## src/adl_pkg.sv

```systemverilog
`default_nettype none

package adl_pkg;

    // Default number of entries in the queue between the front and back parts.
    localparam int QUEUE_DEPTH_DEFAULT = 4;

    // Adler-32 modulus (largest prime below 2^16), its double and the modulus less one, used in reductions.
    localparam logic [16:0] ADL_MOD      = 17'd65521;
    localparam logic [17:0] ADL_MOD_X2   = 18'd131042;
    localparam logic [16:0] ADL_MOD_LESS = 17'd65520;

    // Input mode codes as they appear on the mode field.
    localparam logic [1:0] MODE_LOAD   = 2'd0;
    localparam logic [1:0] MODE_ABSORB = 2'd1;
    localparam logic [1:0] MODE_MERGE  = 2'd2;

    typedef enum logic [1:0] {
        OP_LOAD,
        OP_ABSORB,
        OP_MERGE
    } op_t;

    // One classified operation as it waits in the queue. For a load, arg_a and
    // arg_b are the reduced seed halves; for a merge they are the reduced
    // right-hand halves and seg_len is the segment length modulo 65521.
    typedef struct packed {
        op_t         op;
        logic [7:0]  data_byte;
        logic        last;
        logic [15:0] arg_a;
        logic [15:0] arg_b;
        logic [15:0] seg_len;
    } q_entry_t;

    // Reduces a value known to be below twice the modulus.
    function automatic logic [15:0] mod_once(input logic [16:0] x);
        logic [16:0] d;
        d = x - ADL_MOD;
        return (x >= ADL_MOD) ? d[15:0] : x[15:0];
    endfunction

endpackage

`default_nettype wire

```

## src/adl_front.sv

```systemverilog
`default_nettype none

module adl_front
    import adl_pkg::*;
(
    input  wire logic        aclk,
    input  wire logic        aresetn,
    input  wire logic        s_valid,
    output logic             s_ready,
    input  wire logic [1:0]  s_mode,
    input  wire logic [7:0]  s_data_byte,
    input  wire logic [31:0] s_value,
    input  wire logic [31:0] s_segment_length,
    input  wire logic        s_last,
    output logic             entry_valid,
    input  wire logic        entry_ready,
    output q_entry_t         entry
);

    // The front register holds the length after its first fold:
    // len = hi * 2^16 + lo, and 2^16 is 15 modulo 65521.
    typedef struct packed {
        op_t         op;
        logic [7:0]  data_byte;
        logic        last;
        logic [15:0] arg_a;
        logic [15:0] arg_b;
        logic [19:0] len_fold;
    } front_stage_t;

    logic         stage_valid_reg;
    logic         stage_valid_next;
    front_stage_t stage_reg;
    front_stage_t stage_next;
    logic         keep;
    logic         accept;
    logic [16:0]  len_fold2;

    assign s_ready = !stage_valid_reg || entry_ready;
    assign accept  = s_valid && s_ready;

    always_comb begin
        keep            = 1'b1;
        stage_next.op   = OP_LOAD;
        unique case (s_mode)
            MODE_LOAD:   stage_next.op = OP_LOAD;
            MODE_ABSORB: stage_next.op = OP_ABSORB;
            MODE_MERGE:  stage_next.op = OP_MERGE;
            default:     keep = 1'b0;
        endcase
        stage_next.data_byte = s_data_byte;
        stage_next.last      = s_last;
        stage_next.arg_a     = mod_once({1'b0, s_value[15:0]});
        stage_next.arg_b     = mod_once({1'b0, s_value[31:16]});
        stage_next.len_fold  = {s_segment_length[31:16], 4'b0000}
                             - 20'(s_segment_length[31:16])
                             + 20'(s_segment_length[15:0]);
    end

    always_comb begin
        stage_valid_next = stage_valid_reg;
        if (accept) begin
            stage_valid_next = keep;
        end else if (entry_ready) begin
            stage_valid_next = 1'b0;
        end
    end

    always_ff @(posedge aclk) begin
        if (!aresetn) begin
            stage_valid_reg <= 1'b0;
        end else begin
            stage_valid_reg <= stage_valid_next;
        end
    end

    always_ff @(posedge aclk) begin
        if (accept) begin
            stage_reg <= stage_next;
        end
    end

    // Second fold brings the length below twice the modulus.
    assign len_fold2 = 17'({stage_reg.len_fold[19:16], 4'b0000})
                     - 17'(stage_reg.len_fold[19:16])
                     + 17'(stage_reg.len_fold[15:0]);

    assign entry_valid       = stage_valid_reg;
    assign entry.op          = stage_reg.op;
    assign entry.data_byte   = stage_reg.data_byte;
    assign entry.last        = stage_reg.last;
    assign entry.arg_a       = stage_reg.arg_a;
    assign entry.arg_b       = stage_reg.arg_b;
    assign entry.seg_len     = mod_once(len_fold2);

endmodule

`default_nettype wire

```

## src/adl_queue.sv

```systemverilog
`default_nettype none

module adl_queue #(
    parameter int WIDTH = 8,
    parameter int DEPTH = 4
) (
    input  wire logic             aclk,
    input  wire logic             aresetn,
    input  wire logic             push_valid,
    output logic                  push_ready,
    input  wire logic [WIDTH-1:0] push_data,
    output logic                  pop_valid,
    input  wire logic             pop_ready,
    output logic [WIDTH-1:0]      pop_data
);

    localparam int PTR_W = (DEPTH > 1) ? $clog2(DEPTH) : 1;
    localparam int CNT_W = $clog2(DEPTH + 1);

    logic [WIDTH-1:0] mem_reg [DEPTH];
    logic [PTR_W-1:0] wr_ptr_reg;
    logic [PTR_W-1:0] wr_ptr_next;
    logic [PTR_W-1:0] rd_ptr_reg;
    logic [PTR_W-1:0] rd_ptr_next;
    logic [CNT_W-1:0] count_reg;
    logic [CNT_W-1:0] count_next;
    logic             do_push;
    logic             do_pop;

    assign push_ready = count_reg != CNT_W'(DEPTH);
    assign pop_valid  = count_reg != '0;
    assign pop_data   = mem_reg[rd_ptr_reg];
    assign do_push    = push_valid && push_ready;
    assign do_pop     = pop_valid && pop_ready;

    always_comb begin
        wr_ptr_next = wr_ptr_reg;
        rd_ptr_next = rd_ptr_reg;
        count_next  = count_reg;
        if (do_push) begin
            wr_ptr_next = (wr_ptr_reg == PTR_W'(DEPTH - 1)) ? '0 : wr_ptr_reg + 1'b1;
        end
        if (do_pop) begin
            rd_ptr_next = (rd_ptr_reg == PTR_W'(DEPTH - 1)) ? '0 : rd_ptr_reg + 1'b1;
        end
        case ({do_push, do_pop})
            2'b10:   count_next = count_reg + 1'b1;
            2'b01:   count_next = count_reg - 1'b1;
            default: count_next = count_reg;
        endcase
    end

    always_ff @(posedge aclk) begin
        if (!aresetn) begin
            wr_ptr_reg <= '0;
            rd_ptr_reg <= '0;
            count_reg  <= '0;
        end else begin
            wr_ptr_reg <= wr_ptr_next;
            rd_ptr_reg <= rd_ptr_next;
            count_reg  <= count_next;
        end
    end

    always_ff @(posedge aclk) begin
        if (do_push) begin
            mem_reg[wr_ptr_reg] <= push_data;
        end
    end

endmodule

`default_nettype wire

```

## src/adl_back.sv

```systemverilog
`default_nettype none

module adl_back
    import adl_pkg::*;
(
    input  wire logic      aclk,
    input  wire logic      aresetn,
    input  wire logic      q_valid,
    output logic           q_ready,
    input  wire q_entry_t  q_entry,
    output logic           m_valid,
    input  wire logic      m_ready,
    output logic [31:0]    m_checksum
);

    typedef enum logic [1:0] {
        PH_IDLE,
        PH_FOLD,
        PH_REDUCE,
        PH_FINISH
    } phase_t;

    phase_t      phase_reg;
    phase_t      phase_next;
    logic [15:0] sum_low_reg;
    logic [15:0] sum_low_next;
    logic [15:0] sum_high_reg;
    logic [15:0] sum_high_next;
    logic        m_valid_reg;
    logic        m_valid_next;
    logic [31:0] m_checksum_reg;
    logic [31:0] m_checksum_next;
    logic [31:0] product_reg;
    logic [31:0] product_next;
    logic [19:0] fold_reg;
    logic [19:0] fold_next;
    logic [15:0] pm_reg;
    logic [15:0] pm_next;
    logic [15:0] ra_reg;
    logic [15:0] ra_next;
    logic [15:0] rb_reg;
    logic [15:0] rb_next;

    logic        out_free;
    logic        needs_out;
    logic [15:0] absorb_low;
    logic [15:0] absorb_high;
    logic [15:0] base;
    logic [16:0] fold2;
    logic [17:0] hi_sum;
    logic [17:0] hi_diff1;
    logic [17:0] hi_diff2;
    logic [15:0] merge_high;
    logic [16:0] lo_sum;
    logic [16:0] lo_dec;
    logic [15:0] merge_low;

    assign out_free  = !m_valid_reg || m_ready;
    assign needs_out = (q_entry.op == OP_MERGE) || ((q_entry.op == OP_ABSORB) && q_entry.last);
    assign q_ready   = (phase_reg == PH_IDLE) && (!needs_out || out_free);

    // Absorb path: low sum first, then the high sum takes the new low sum.
    assign absorb_low  = mod_once(17'(sum_low_reg) + 17'(q_entry.data_byte));
    assign absorb_high = mod_once(17'(sum_high_reg) + 17'(absorb_low));

    // Merge path. base is (sum_low - 1) modulo 65521.
    assign base  = (sum_low_reg == '0) ? ADL_MOD_LESS[15:0] : sum_low_reg - 1'b1;
    assign fold2 = 17'({fold_reg[19:16], 4'b0000}) - 17'(fold_reg[19:16])
                 + 17'(fold_reg[15:0]);

    assign hi_sum     = 18'(sum_high_reg) + 18'(rb_reg) + 18'(pm_reg);
    assign hi_diff1   = hi_sum - 18'(ADL_MOD);
    assign hi_diff2   = hi_sum - ADL_MOD_X2;
    assign merge_high = (hi_sum >= ADL_MOD_X2)     ? hi_diff2[15:0] :
                        (hi_sum >= 18'(ADL_MOD))   ? hi_diff1[15:0] : hi_sum[15:0];

    assign lo_sum    = 17'(sum_low_reg) + 17'(ra_reg);
    assign lo_dec    = (lo_sum == '0) ? ADL_MOD_LESS : lo_sum - 1'b1;
    assign merge_low = mod_once(lo_dec);

    always_comb begin
        phase_next      = phase_reg;
        sum_low_next    = sum_low_reg;
        sum_high_next   = sum_high_reg;
        m_valid_next    = m_valid_reg && !m_ready;
        m_checksum_next = m_checksum_reg;
        product_next    = product_reg;
        fold_next       = fold_reg;
        pm_next         = pm_reg;
        ra_next         = ra_reg;
        rb_next         = rb_reg;
        unique case (phase_reg)
            PH_IDLE: begin
                if (q_valid && q_ready) begin
                    unique case (q_entry.op)
                        OP_LOAD: begin
                            sum_low_next  = q_entry.arg_a;
                            sum_high_next = q_entry.arg_b;
                        end
                        OP_ABSORB: begin
                            sum_low_next  = absorb_low;
                            sum_high_next = absorb_high;
                            if (q_entry.last) begin
                                m_valid_next    = 1'b1;
                                m_checksum_next = {absorb_high, absorb_low};
                            end
                        end
                        OP_MERGE: begin
                            product_next = 32'(q_entry.seg_len) * 32'(base);
                            ra_next      = q_entry.arg_a;
                            rb_next      = q_entry.arg_b;
                            phase_next   = PH_FOLD;
                        end
                        default: begin
                        end
                    endcase
                end
            end
            PH_FOLD: begin
                fold_next  = {product_reg[31:16], 4'b0000} - 20'(product_reg[31:16])
                           + 20'(product_reg[15:0]);
                phase_next = PH_REDUCE;
            end
            PH_REDUCE: begin
                pm_next    = mod_once(fold2);
                phase_next = PH_FINISH;
            end
            PH_FINISH: begin
                sum_low_next    = merge_low;
                sum_high_next   = merge_high;
                m_valid_next    = 1'b1;
                m_checksum_next = {merge_high, merge_low};
                phase_next      = PH_IDLE;
            end
            default: phase_next = PH_IDLE;
        endcase
    end

    always_ff @(posedge aclk) begin
        if (!aresetn) begin
            phase_reg    <= PH_IDLE;
            sum_low_reg  <= 16'd1;
            sum_high_reg <= 16'd0;
            m_valid_reg  <= 1'b0;
        end else begin
            phase_reg      <= phase_next;
            sum_low_reg    <= sum_low_next;
            sum_high_reg   <= sum_high_next;
            m_valid_reg    <= m_valid_next;
            m_checksum_reg <= m_checksum_next;
            product_reg    <= product_next;
            fold_reg       <= fold_next;
            pm_reg         <= pm_next;
            ra_reg         <= ra_next;
            rb_reg         <= rb_next;
        end
    end

    assign m_valid    = m_valid_reg;
    assign m_checksum = m_checksum_reg;

`ifndef NO_ASSERTIONS
    // No queue entry is taken while a merge is in flight.
    a_no_pop_busy: assert property (@(posedge aclk) disable iff (!aresetn)
        phase_reg != PH_IDLE |-> !q_ready)
        else $error("queue popped during merge");

    // The last merge step always presents a result.
    a_finish_emits: assert property (@(posedge aclk) disable iff (!aresetn)
        phase_reg == PH_FINISH |=> m_valid_reg)
        else $error("merge finished without a result");

    // The running sums hold still while the product is being reduced.
    a_sums_hold: assert property (@(posedge aclk) disable iff (!aresetn)
        phase_reg == PH_FOLD |=> $stable(sum_low_reg) && $stable(sum_high_reg))
        else $error("running sums changed during merge");

    // Both running sums stay reduced.
    a_sums_reduced: assert property (@(posedge aclk) disable iff (!aresetn)
        (17'(sum_low_reg) < ADL_MOD) && (17'(sum_high_reg) < ADL_MOD))
        else $error("running sum not reduced");
`endif

endmodule

`default_nettype wire

```

## src/adler32_checksum_with_merge.sv

```systemverilog
// Streaming Adler-32 checksum with seed loading and merge of a right-hand checksum.
// Input channel (s_valid/s_ready): one beat carries s_mode, s_data_byte, s_value,
// s_segment_length and s_last. Mode 0 loads a seed, mode 1 absorbs one byte and
// mode 2 merges s_value, the checksum of s_segment_length following bytes. Mode 3
// beats are accepted and dropped.
// Result channel (m_valid/m_ready): one beat with m_checksum (high half b, low
// half a) after each absorbed byte marked s_last and after every merge.
// Loads and absorbs run at one beat per cycle while the execution unit is idle
// and, for a beat that needs the output, the result register is free. A merge
// occupies the execution unit (multiply, two folds of the product modulo 65521,
// final add); no queued beat is taken until it is done. A last-byte result passes
// the front register, queue and output register; a merge also passes its steps.
// A front register and a short queue decouple the input from the execution unit,
// so input beats keep being accepted while a result waits at the output, until the queue fills.
// When the receiver stalls, the result register holds its beat; loads and plain absorbs still
// execute until a beat that needs the output heads the queue, and that beat waits there.
// Reset (aresetn low, synchronous) empties the front and queue, drops any pending
// result and sets the running checksum to 1 (a = 1, b = 0).
`default_nettype none

module adler32_checksum_with_merge
    import adl_pkg::*;
#(
    parameter int QUEUE_DEPTH = QUEUE_DEPTH_DEFAULT
) (
    input  wire logic        aclk,
    input  wire logic        aresetn,
    input  wire logic        s_valid,
    output logic             s_ready,
    input  wire logic [1:0]  s_mode,
    input  wire logic [7:0]  s_data_byte,
    input  wire logic [31:0] s_value,
    input  wire logic [31:0] s_segment_length,
    input  wire logic        s_last,
    output logic             m_valid,
    input  wire logic        m_ready,
    output logic [31:0]      m_checksum
);

    // Front to queue.
    logic     front_valid;
    logic     front_ready;
    q_entry_t front_entry;

    // Queue to execution unit.
    logic     q_valid;
    logic     q_ready;
    q_entry_t q_entry;

    // The front reduces the seed or right-hand halves and folds the segment
    // length modulo 65521, so the back only sees narrow operands.
    adl_front u_front (
        .aclk             (aclk),
        .aresetn          (aresetn),
        .s_valid          (s_valid),
        .s_ready          (s_ready),
        .s_mode           (s_mode),
        .s_data_byte      (s_data_byte),
        .s_value          (s_value),
        .s_segment_length (s_segment_length),
        .s_last           (s_last),
        .entry_valid      (front_valid),
        .entry_ready      (front_ready),
        .entry            (front_entry)
    );

    adl_queue #(
        .WIDTH ($bits(q_entry_t)),
        .DEPTH (QUEUE_DEPTH)
    ) u_queue (
        .aclk       (aclk),
        .aresetn    (aresetn),
        .push_valid (front_valid),
        .push_ready (front_ready),
        .push_data  (front_entry),
        .pop_valid  (q_valid),
        .pop_ready  (q_ready),
        .pop_data   (q_entry)
    );

    // The back holds the running sums and the output register.
    adl_back u_back (
        .aclk       (aclk),
        .aresetn    (aresetn),
        .q_valid    (q_valid),
        .q_ready    (q_ready),
        .q_entry    (q_entry),
        .m_valid    (m_valid),
        .m_ready    (m_ready),
        .m_checksum (m_checksum)
    );

endmodule

`default_nettype wire

```

## config.mk

```make
export PLATFORM = sky130hd
export DESIGN_NAME = adler32_checksum_with_merge
export DESIGN_NICKNAME = d
export VERILOG_FILES = /design/src/adl_pkg.sv /design/src/adl_front.sv /design/src/adl_queue.sv /design/src/adl_back.sv /design/src/adler32_checksum_with_merge.sv
export SDC_FILE = /design/constraint.sdc
export NUM_CORES = 2
export LEC_CHECK = 0
export ABC_AREA = 1
export BUFFER_PORTS_ARGS = -buffer_cell sky130_fd_sc_hd__buf_2
export CELL_PAD_IN_SITES_DETAIL_PLACEMENT = 0
export CELL_PAD_IN_SITES_GLOBAL_PLACEMENT = 1
export CORE_MARGIN = 5
export CORE_UTILIZATION = 49
export DETAILED_ROUTE_END_ITERATION = 7
export PLACE_DENSITY_LB_ADDON = 0.1
export SLEW_MARGIN = 15
export SYNTH_ARGS = -nofsm -noshare
export SYNTH_HDL_FRONTEND = slang
export SYNTH_SLANG_ARGS = --single-unit
```

## constraint.sdc

```tcl
create_clock -name aclk -period 8.7 [get_ports aclk]
set_input_delay 0.87 -clock aclk [delete_from_list [all_inputs] [get_ports aclk]]
set_output_delay 0.87 -clock aclk [all_outputs]
set_load 0.03 [all_outputs]
```

# ---- Word-level counts from Yosys, hierarchy flattened
# Memories as Yosys holds them, arrays and structs flattened. A register that Yosys moved wholly into a read port is not among the register bits.
# Cells that the tools add are included.
dict set report totals {
  register_bits 238
  mem_bits_rw 236
  in_bits 79
  word_cells 145
  mem_count 1
}
dict set report classes {
  add_sub_neg 28
  mul 1
  order_cmp 9
  n_eq_ne 17
  muxes 39
  n_reduce_logical 30
}
# memory depth word_bits read_ports rd_ports_with_merged_regs wr line_no
set memory_table {}
lappend memory_table {u_queue.mem_reg 4 59 1 1 1 adl_queue.sv:20} ;# logic [WIDTH-1:0] mem_reg [DEPTH];
# operator count
set ops {}
lappend ops {{16-bit two-way mux} 12}
lappend ops {{16-bit subtractor (second input constant)} 9}
lappend ops {{16-bit case mux with 2 select lines} 4}
lappend ops {{32-bit two-way mux} 3}
lappend ops {{17-bit by 16-bit greater-or-equal comparator with 1-bit output (second input constant)} 5}
lappend ops {{32-bit case mux with 2 select lines} 1}
lappend ops {{16-bit by 16-bit adder with 17-bit output} 3}
lappend ops {{20-bit by 16-bit adder with 20-bit output} 2}
lappend ops {{20-bit by 16-bit subtractor with 20-bit output} 2}
lappend ops {{17-bit by 16-bit adder with 17-bit output} 2}
lappend ops {{16-bit greater-or-equal comparator (second input constant)} 2}
lappend ops {{16-bit by 16-bit multiplier with 32-bit output} 1}
lappend ops {{17-bit by 16-bit adder with 18-bit output} 1}
lappend ops {{18-bit by 16-bit greater-or-equal comparator with 1-bit output (second input constant)} 1}
lappend ops {{18-bit by 17-bit greater-or-equal comparator with 1-bit output (second input constant)} 1}
lappend ops {{8-bit by 4-bit subtractor with 9-bit output} 2}
lappend ops {{16-bit by 8-bit adder with 17-bit output} 1}
lappend ops {{17-bit zero test} 1}
lappend ops {{17-bit two-way mux} 1}
lappend ops {{17-bit by 1-bit subtractor with 17-bit output (second input constant)} 1}
lappend ops {{16-bit zero test} 1}
lappend ops {{16-bit by 1-bit subtractor with 16-bit output (second input constant)} 1}
lappend ops {{2-bit equality test (second input constant)} 7}
lappend ops {{2-bit two-way mux} 6}
lappend ops {{other kinds (24)} 54}

# ---- Longest topological paths before layout
dict set report depth {
  word_depth 10
  ltp_mapped 46
  ltp_nobuf 43
}

# ---- By module
# A second synthesis with hierarchy kept.
dict set report unflattened {
  hier_cells 4790
  hier_area_um2 39599.2
}
# module instances cells_per_inst area_per_inst_um2 seq_area_each_um2
set by_module_without_submodules {}
lappend by_module_without_submodules {adl_back 1 3418 24647.4 4664.5}
lappend by_module_without_submodules {adl_queue 1 639 9210.1 7267.0}
lappend by_module_without_submodules {adl_front 1 733 5741.8 1911.8}

# ---- Least setup slack after synthesis
# Ideal clock, no wire load.
dict set report synth_timing {
  kind {register -> register}
  from {reg u_back.sum_low_reg[1]}
  to {reg u_back.product_reg[28] (data pin)}
  setup_ps 252
  t_arrival_ps 7117
  path_slack_ps 1331
  path_stages_with_launch 34
  path_cell_list {dfxtp_1 -> inv_1 -> ha_1 -> inv_1 -> nor2_1 -> inv_1 -> nor3_1 -> nand4_1 -> nand3_1 -> clkbuf_1 -> nand2_1 -> fa_1 -> inv_1 -> fa_1 -> inv_1 -> fa_1 -> inv_1 -> fa_1 -> fa_1 -> inv_1 -> fa_1 -> inv_1 -> ha_1 -> nand2_1 -> nor2_1 -> inv_1 -> o21ai_0 -> a21oi_1 -> o21ai_0 -> a31oi_1 -> o21ai_0 -> nand2_1 -> nand3_1 -> nand2_1}
}
dict set report synth_via {
  elab_chain_len 3
}
# item line_no
set synth_rtl {}
lappend synth_rtl {{start, declared} adl_back.sv:25} ;# logic [15:0] sum_low_reg;
lappend synth_rtl {{start signal, assigned} adl_back.sv:147} ;# sum_low_reg <= sum_low_next;
lappend synth_rtl {{16-bit by 1-bit subtractor with 16-bit output / 16-bit zero test (equally long branches)} adl_back.sv:67} ;# assign base = (sum_low_reg == '0) ? ADL_MOD_LESS[15:0] : sum_low_reg - 1'b1;
lappend synth_rtl {{16-bit two-way mux (*)} adl_back.sv:67}
lappend synth_rtl {{16-bit by 16-bit multiplier with 32-bit output (*)} adl_back.sv:109} ;# product_next = 32'(q_entry.seg_len) * 32'(base);
lappend synth_rtl {{end signal, assigned} adl_back.sv:151} ;# product_reg <= product_next;
lappend synth_rtl {{end, declared} adl_back.sv:33} ;# logic [31:0] product_reg;
# Mark *: on every way between the ends. The rest lies on a longest branch, timed or not.
# A chain may end at the register's enable or synchronous reset.

# ---- Worst setup path after layout
dict set report layout_timing {
  from {reg u_back.sum_low_reg[0]}
  to {reg u_back.product_reg[28] (data pin)}
}
# Same word-level chain as after synthesis.

==> run metrics <==
wirelength, routed=99100 um; area growth from synthesis to layout=10.0%; drt pass-1 iters=6; RSZ-0062 raised after global routing=no; Initial Util=49.3%; via/cell ratio=roughly 5.2; commonest cells after routing, fill and taps aside=989 x nand2_1, 774 x inv_1, 463 x nor2_1, 431 x edfxtp_1, 269 x ha_1; Die Y=approximately 290 um; Syn. warnings=0; number of synthesized flops with an enable pin=about 430; FF+latch count, synth=476; async set-reset flop share out of synthesis=0%; HP Class=in -> reg; max_slew headroom=24.4%; Inserted Clock Buffers=51; worst-path fanout max=14; critical path's largest stage delay=0.59 ns; DRC Markers=0; register area share after synthesis=36.2%; Finished Cell Area=42100 um^2; setup_tns=0 ns; cell taking the most area after synthesis=edfxtp_1; # clock sinks=476; Final GP Congestion=between 0.9 and 1; CP dominant cell by count=inv_1; vias in the first global route=roughly 29000; post-synth top area share=33.9%; Reg-to-Reg Start=u_back.sum_low_reg[0]$_SDFFE_PN1P_; HPWL after DPL=approximately 78000 um; initial DRC count=1903; commonest non-fill, non-tap cell in the layout=nand2_1; synthesized area=~38000 um^2; Reg2Reg Setup Slack=0.76 ns; nets=5227; CTS tree=done; Critical Path AT=8.27 ns; global route total overflow=0; Worst R2R End=u_back.product_reg[28]$_DFFE_PP_; Slowest-stage cell, CP=fa_1; Root Buffer=clkbuf_16; Synth Area per Inst=8.50 um^2; Area contributors post-synth=edfxtp_1 34%, fa_1 13%, nand2_1 9.7%; Crit. End Element=flip-flop; Row Count=just over 100; # fillers=7286; critical path type=reg -> reg; Setup Viol. Count Final=0; gr usage total=24.0%; crit path launch=u_back.sum_low_reg[0]$_SDFFE_PN1P_; total of max-cap violations=0; outcome=complete, no violations; Worst R2R Path Depth=30; largest net degree at the start of global routing=71; die width=289 um; Final period util=about nine tenths; Main synth FF type=edfxtp_1; ANT cells=0; Worst-Margin Slew=1.13 ns; DR vias=29700; WP data required=around 9.0 ns; Routed WL per cell=17.3 um; worst skew pair latency=0.62 ns; Die Area=83700 um^2; critical path launch point type=flip-flop; post-synth cell types=63; H-tree depth=2; Final min period=7.94 ns; Fmax=0.126 GHz; Routed Antenna Nets=0; Slew Viols, Final=0; Final Hold Vio Count=0; initial antenna violation count=1; first-pass GRT wire length=159000 um; synthesized instance count=4498; worst setup path end=u_back.product_reg[28]$_DFFE_PP_; CTS clk-pin slew, worst paths=0.07 ns; placed cell area=between 40000 and 50000 um^2; port buffer count=112; CTS max path bufs=3; max reg flops=236; IO Count=113; Worst Hold Margin=~0.43 ns; final setup skew=0.0528 ns; layout cells sized above 1=8.15%; placeable core area=approximately 77000 um^2
==> worst min path at each step <==
stage,start,to,depth (start not counted)
floorplan,u_queue.count_reg[0]$_SDFFE_PN0P_,u_queue.count_reg[0]$_SDFFE_PN0P_,1
global placement,u_front.entry[29]$_DFFE_PP_,u_queue.mem_reg[1][29]$_DFFE_PP_,0
detailed placement,u_front.entry[34]$_DFFE_PP_,u_queue.mem_reg[3][34]$_DFFE_PP_,0
CTS,s_data_byte[4],u_front.entry[53]$_DFFE_PP_,1
global route,s_data_byte[2],u_front.entry[51]$_DFFE_PP_,1
finish,s_data_byte[4],u_front.entry[53]$_DFFE_PP_,1
==> through the flow <==
stage	util [%]	setup slack (ns)	std cells
2_1_floorplan	-	1.33	4513
3_3_place_gp	51.9	0.603	5620
3_5_place_dp	51.9	0.467	5620
4_1_cts	54.3	0.416	5714
5_1_grt	54.3	0.122	5716
6_report	54.3	0.760	5716
==> metal layers <==
| layer | global-route usage (%) | vias to the layer above | share of wire (%) | wire length, um |
|---|---|---|---|---|
| met5 | 0 | - | 0 | 0 |
| met4 | 6.58 | 0 | 3.1 | 3030 |
| met3 | 2.65 | 157 | 4.8 | 4780 |
| met2 | 41.3 | 654 | 48 | 47400 |
| met1 | 32.5 | 14200 | 44 | 43900 |
| li1 | - | 14700 | - | - |
==> cells in the mapped netlist (3+ instances only) <==
master / instances
o211ai_1: 7
a32oi_1: 17
o21a_1: 10
buf_4: 7
a31oi_1: 7
a211oi_1: 4
a21boi_0: 10
nor2_1: 469
nand2_2: 13
nand3b_1: 10
edfxtp_1: 431
o21ai_2: 3
or2_2: 56
inv_1: 776
xnor2_1: 52
ha_1: 270
nor3_1: 31
nand2_4: 3
nor4_1: 8
a21o_1: 7
nand3_1: 155
nand3_2: 7
clkinv_1: 15
nor2_2: 11
and2_1: 4
o21ai_0: 221
clkbuf_1: 87
a21oi_2: 8
inv_2: 3
dfxtp_1: 45
xor2_1: 154
o22ai_1: 42
buf_2: 5
a21oi_1: 180
o21bai_1: 23
buf_1: 5
nand4_1: 70
nand2_1: 992
fa_1: 243
o21ai_1: 8
==> critical path, delay by kind of cell, from the launching register on <==
| kind | cells | cell delay [ns] |
|---|---|---|
| simple gates | 8 | 1.15 |
| buf+inv | 8 | 0.88 |
| fa+ha+maj | 8 | 3.56 |
| compound gates | 5 | 1.25 |
| xor+xnor | 1 | 0.44 |
| flops | 1 | 0.38 |
==> logic make-up (layout without fill, tap and decap cells) <==
group,Yosys count,in the layout,share of synthesized area [%]
DFF,476,476,36.2
xor gates and xnor gates,207,207,4.76
buffers and inverters,900,1063,8.97
AOI/OAI and AO/OA,560,560,8.29
muxes,1,1,0.0262
other,1,16,0.00981
adders and majority gates,513,513,21.6
and+or+nand+nor,1840,1840,20.2
==> cell type report <==
class / count / area, um^2 / share of cell area [%]
tap: 1040 / 1300 / 3.09
multi-input combinational: 3137 / 21100 / 50.1
inverter: 794 / 2980 / 7.09
clock buffer: 57 / 1310 / 3.11
timing repair buffer: 175 / 1030 / 2.46
sequential: 476 / 13800 / 32.9
clock inverter: 37 / 507 / 1.20
==> timing repair <==
action	4_1_cts	5_1_grt
gates resized for setup	0	5
setup endpoints to repair	0	4
hold buffers	0	0
buffers inserted	0	2
Power is not shown: default switching activity piles up to over one toggle a cycle in this logic, so the estimate is an artifact.
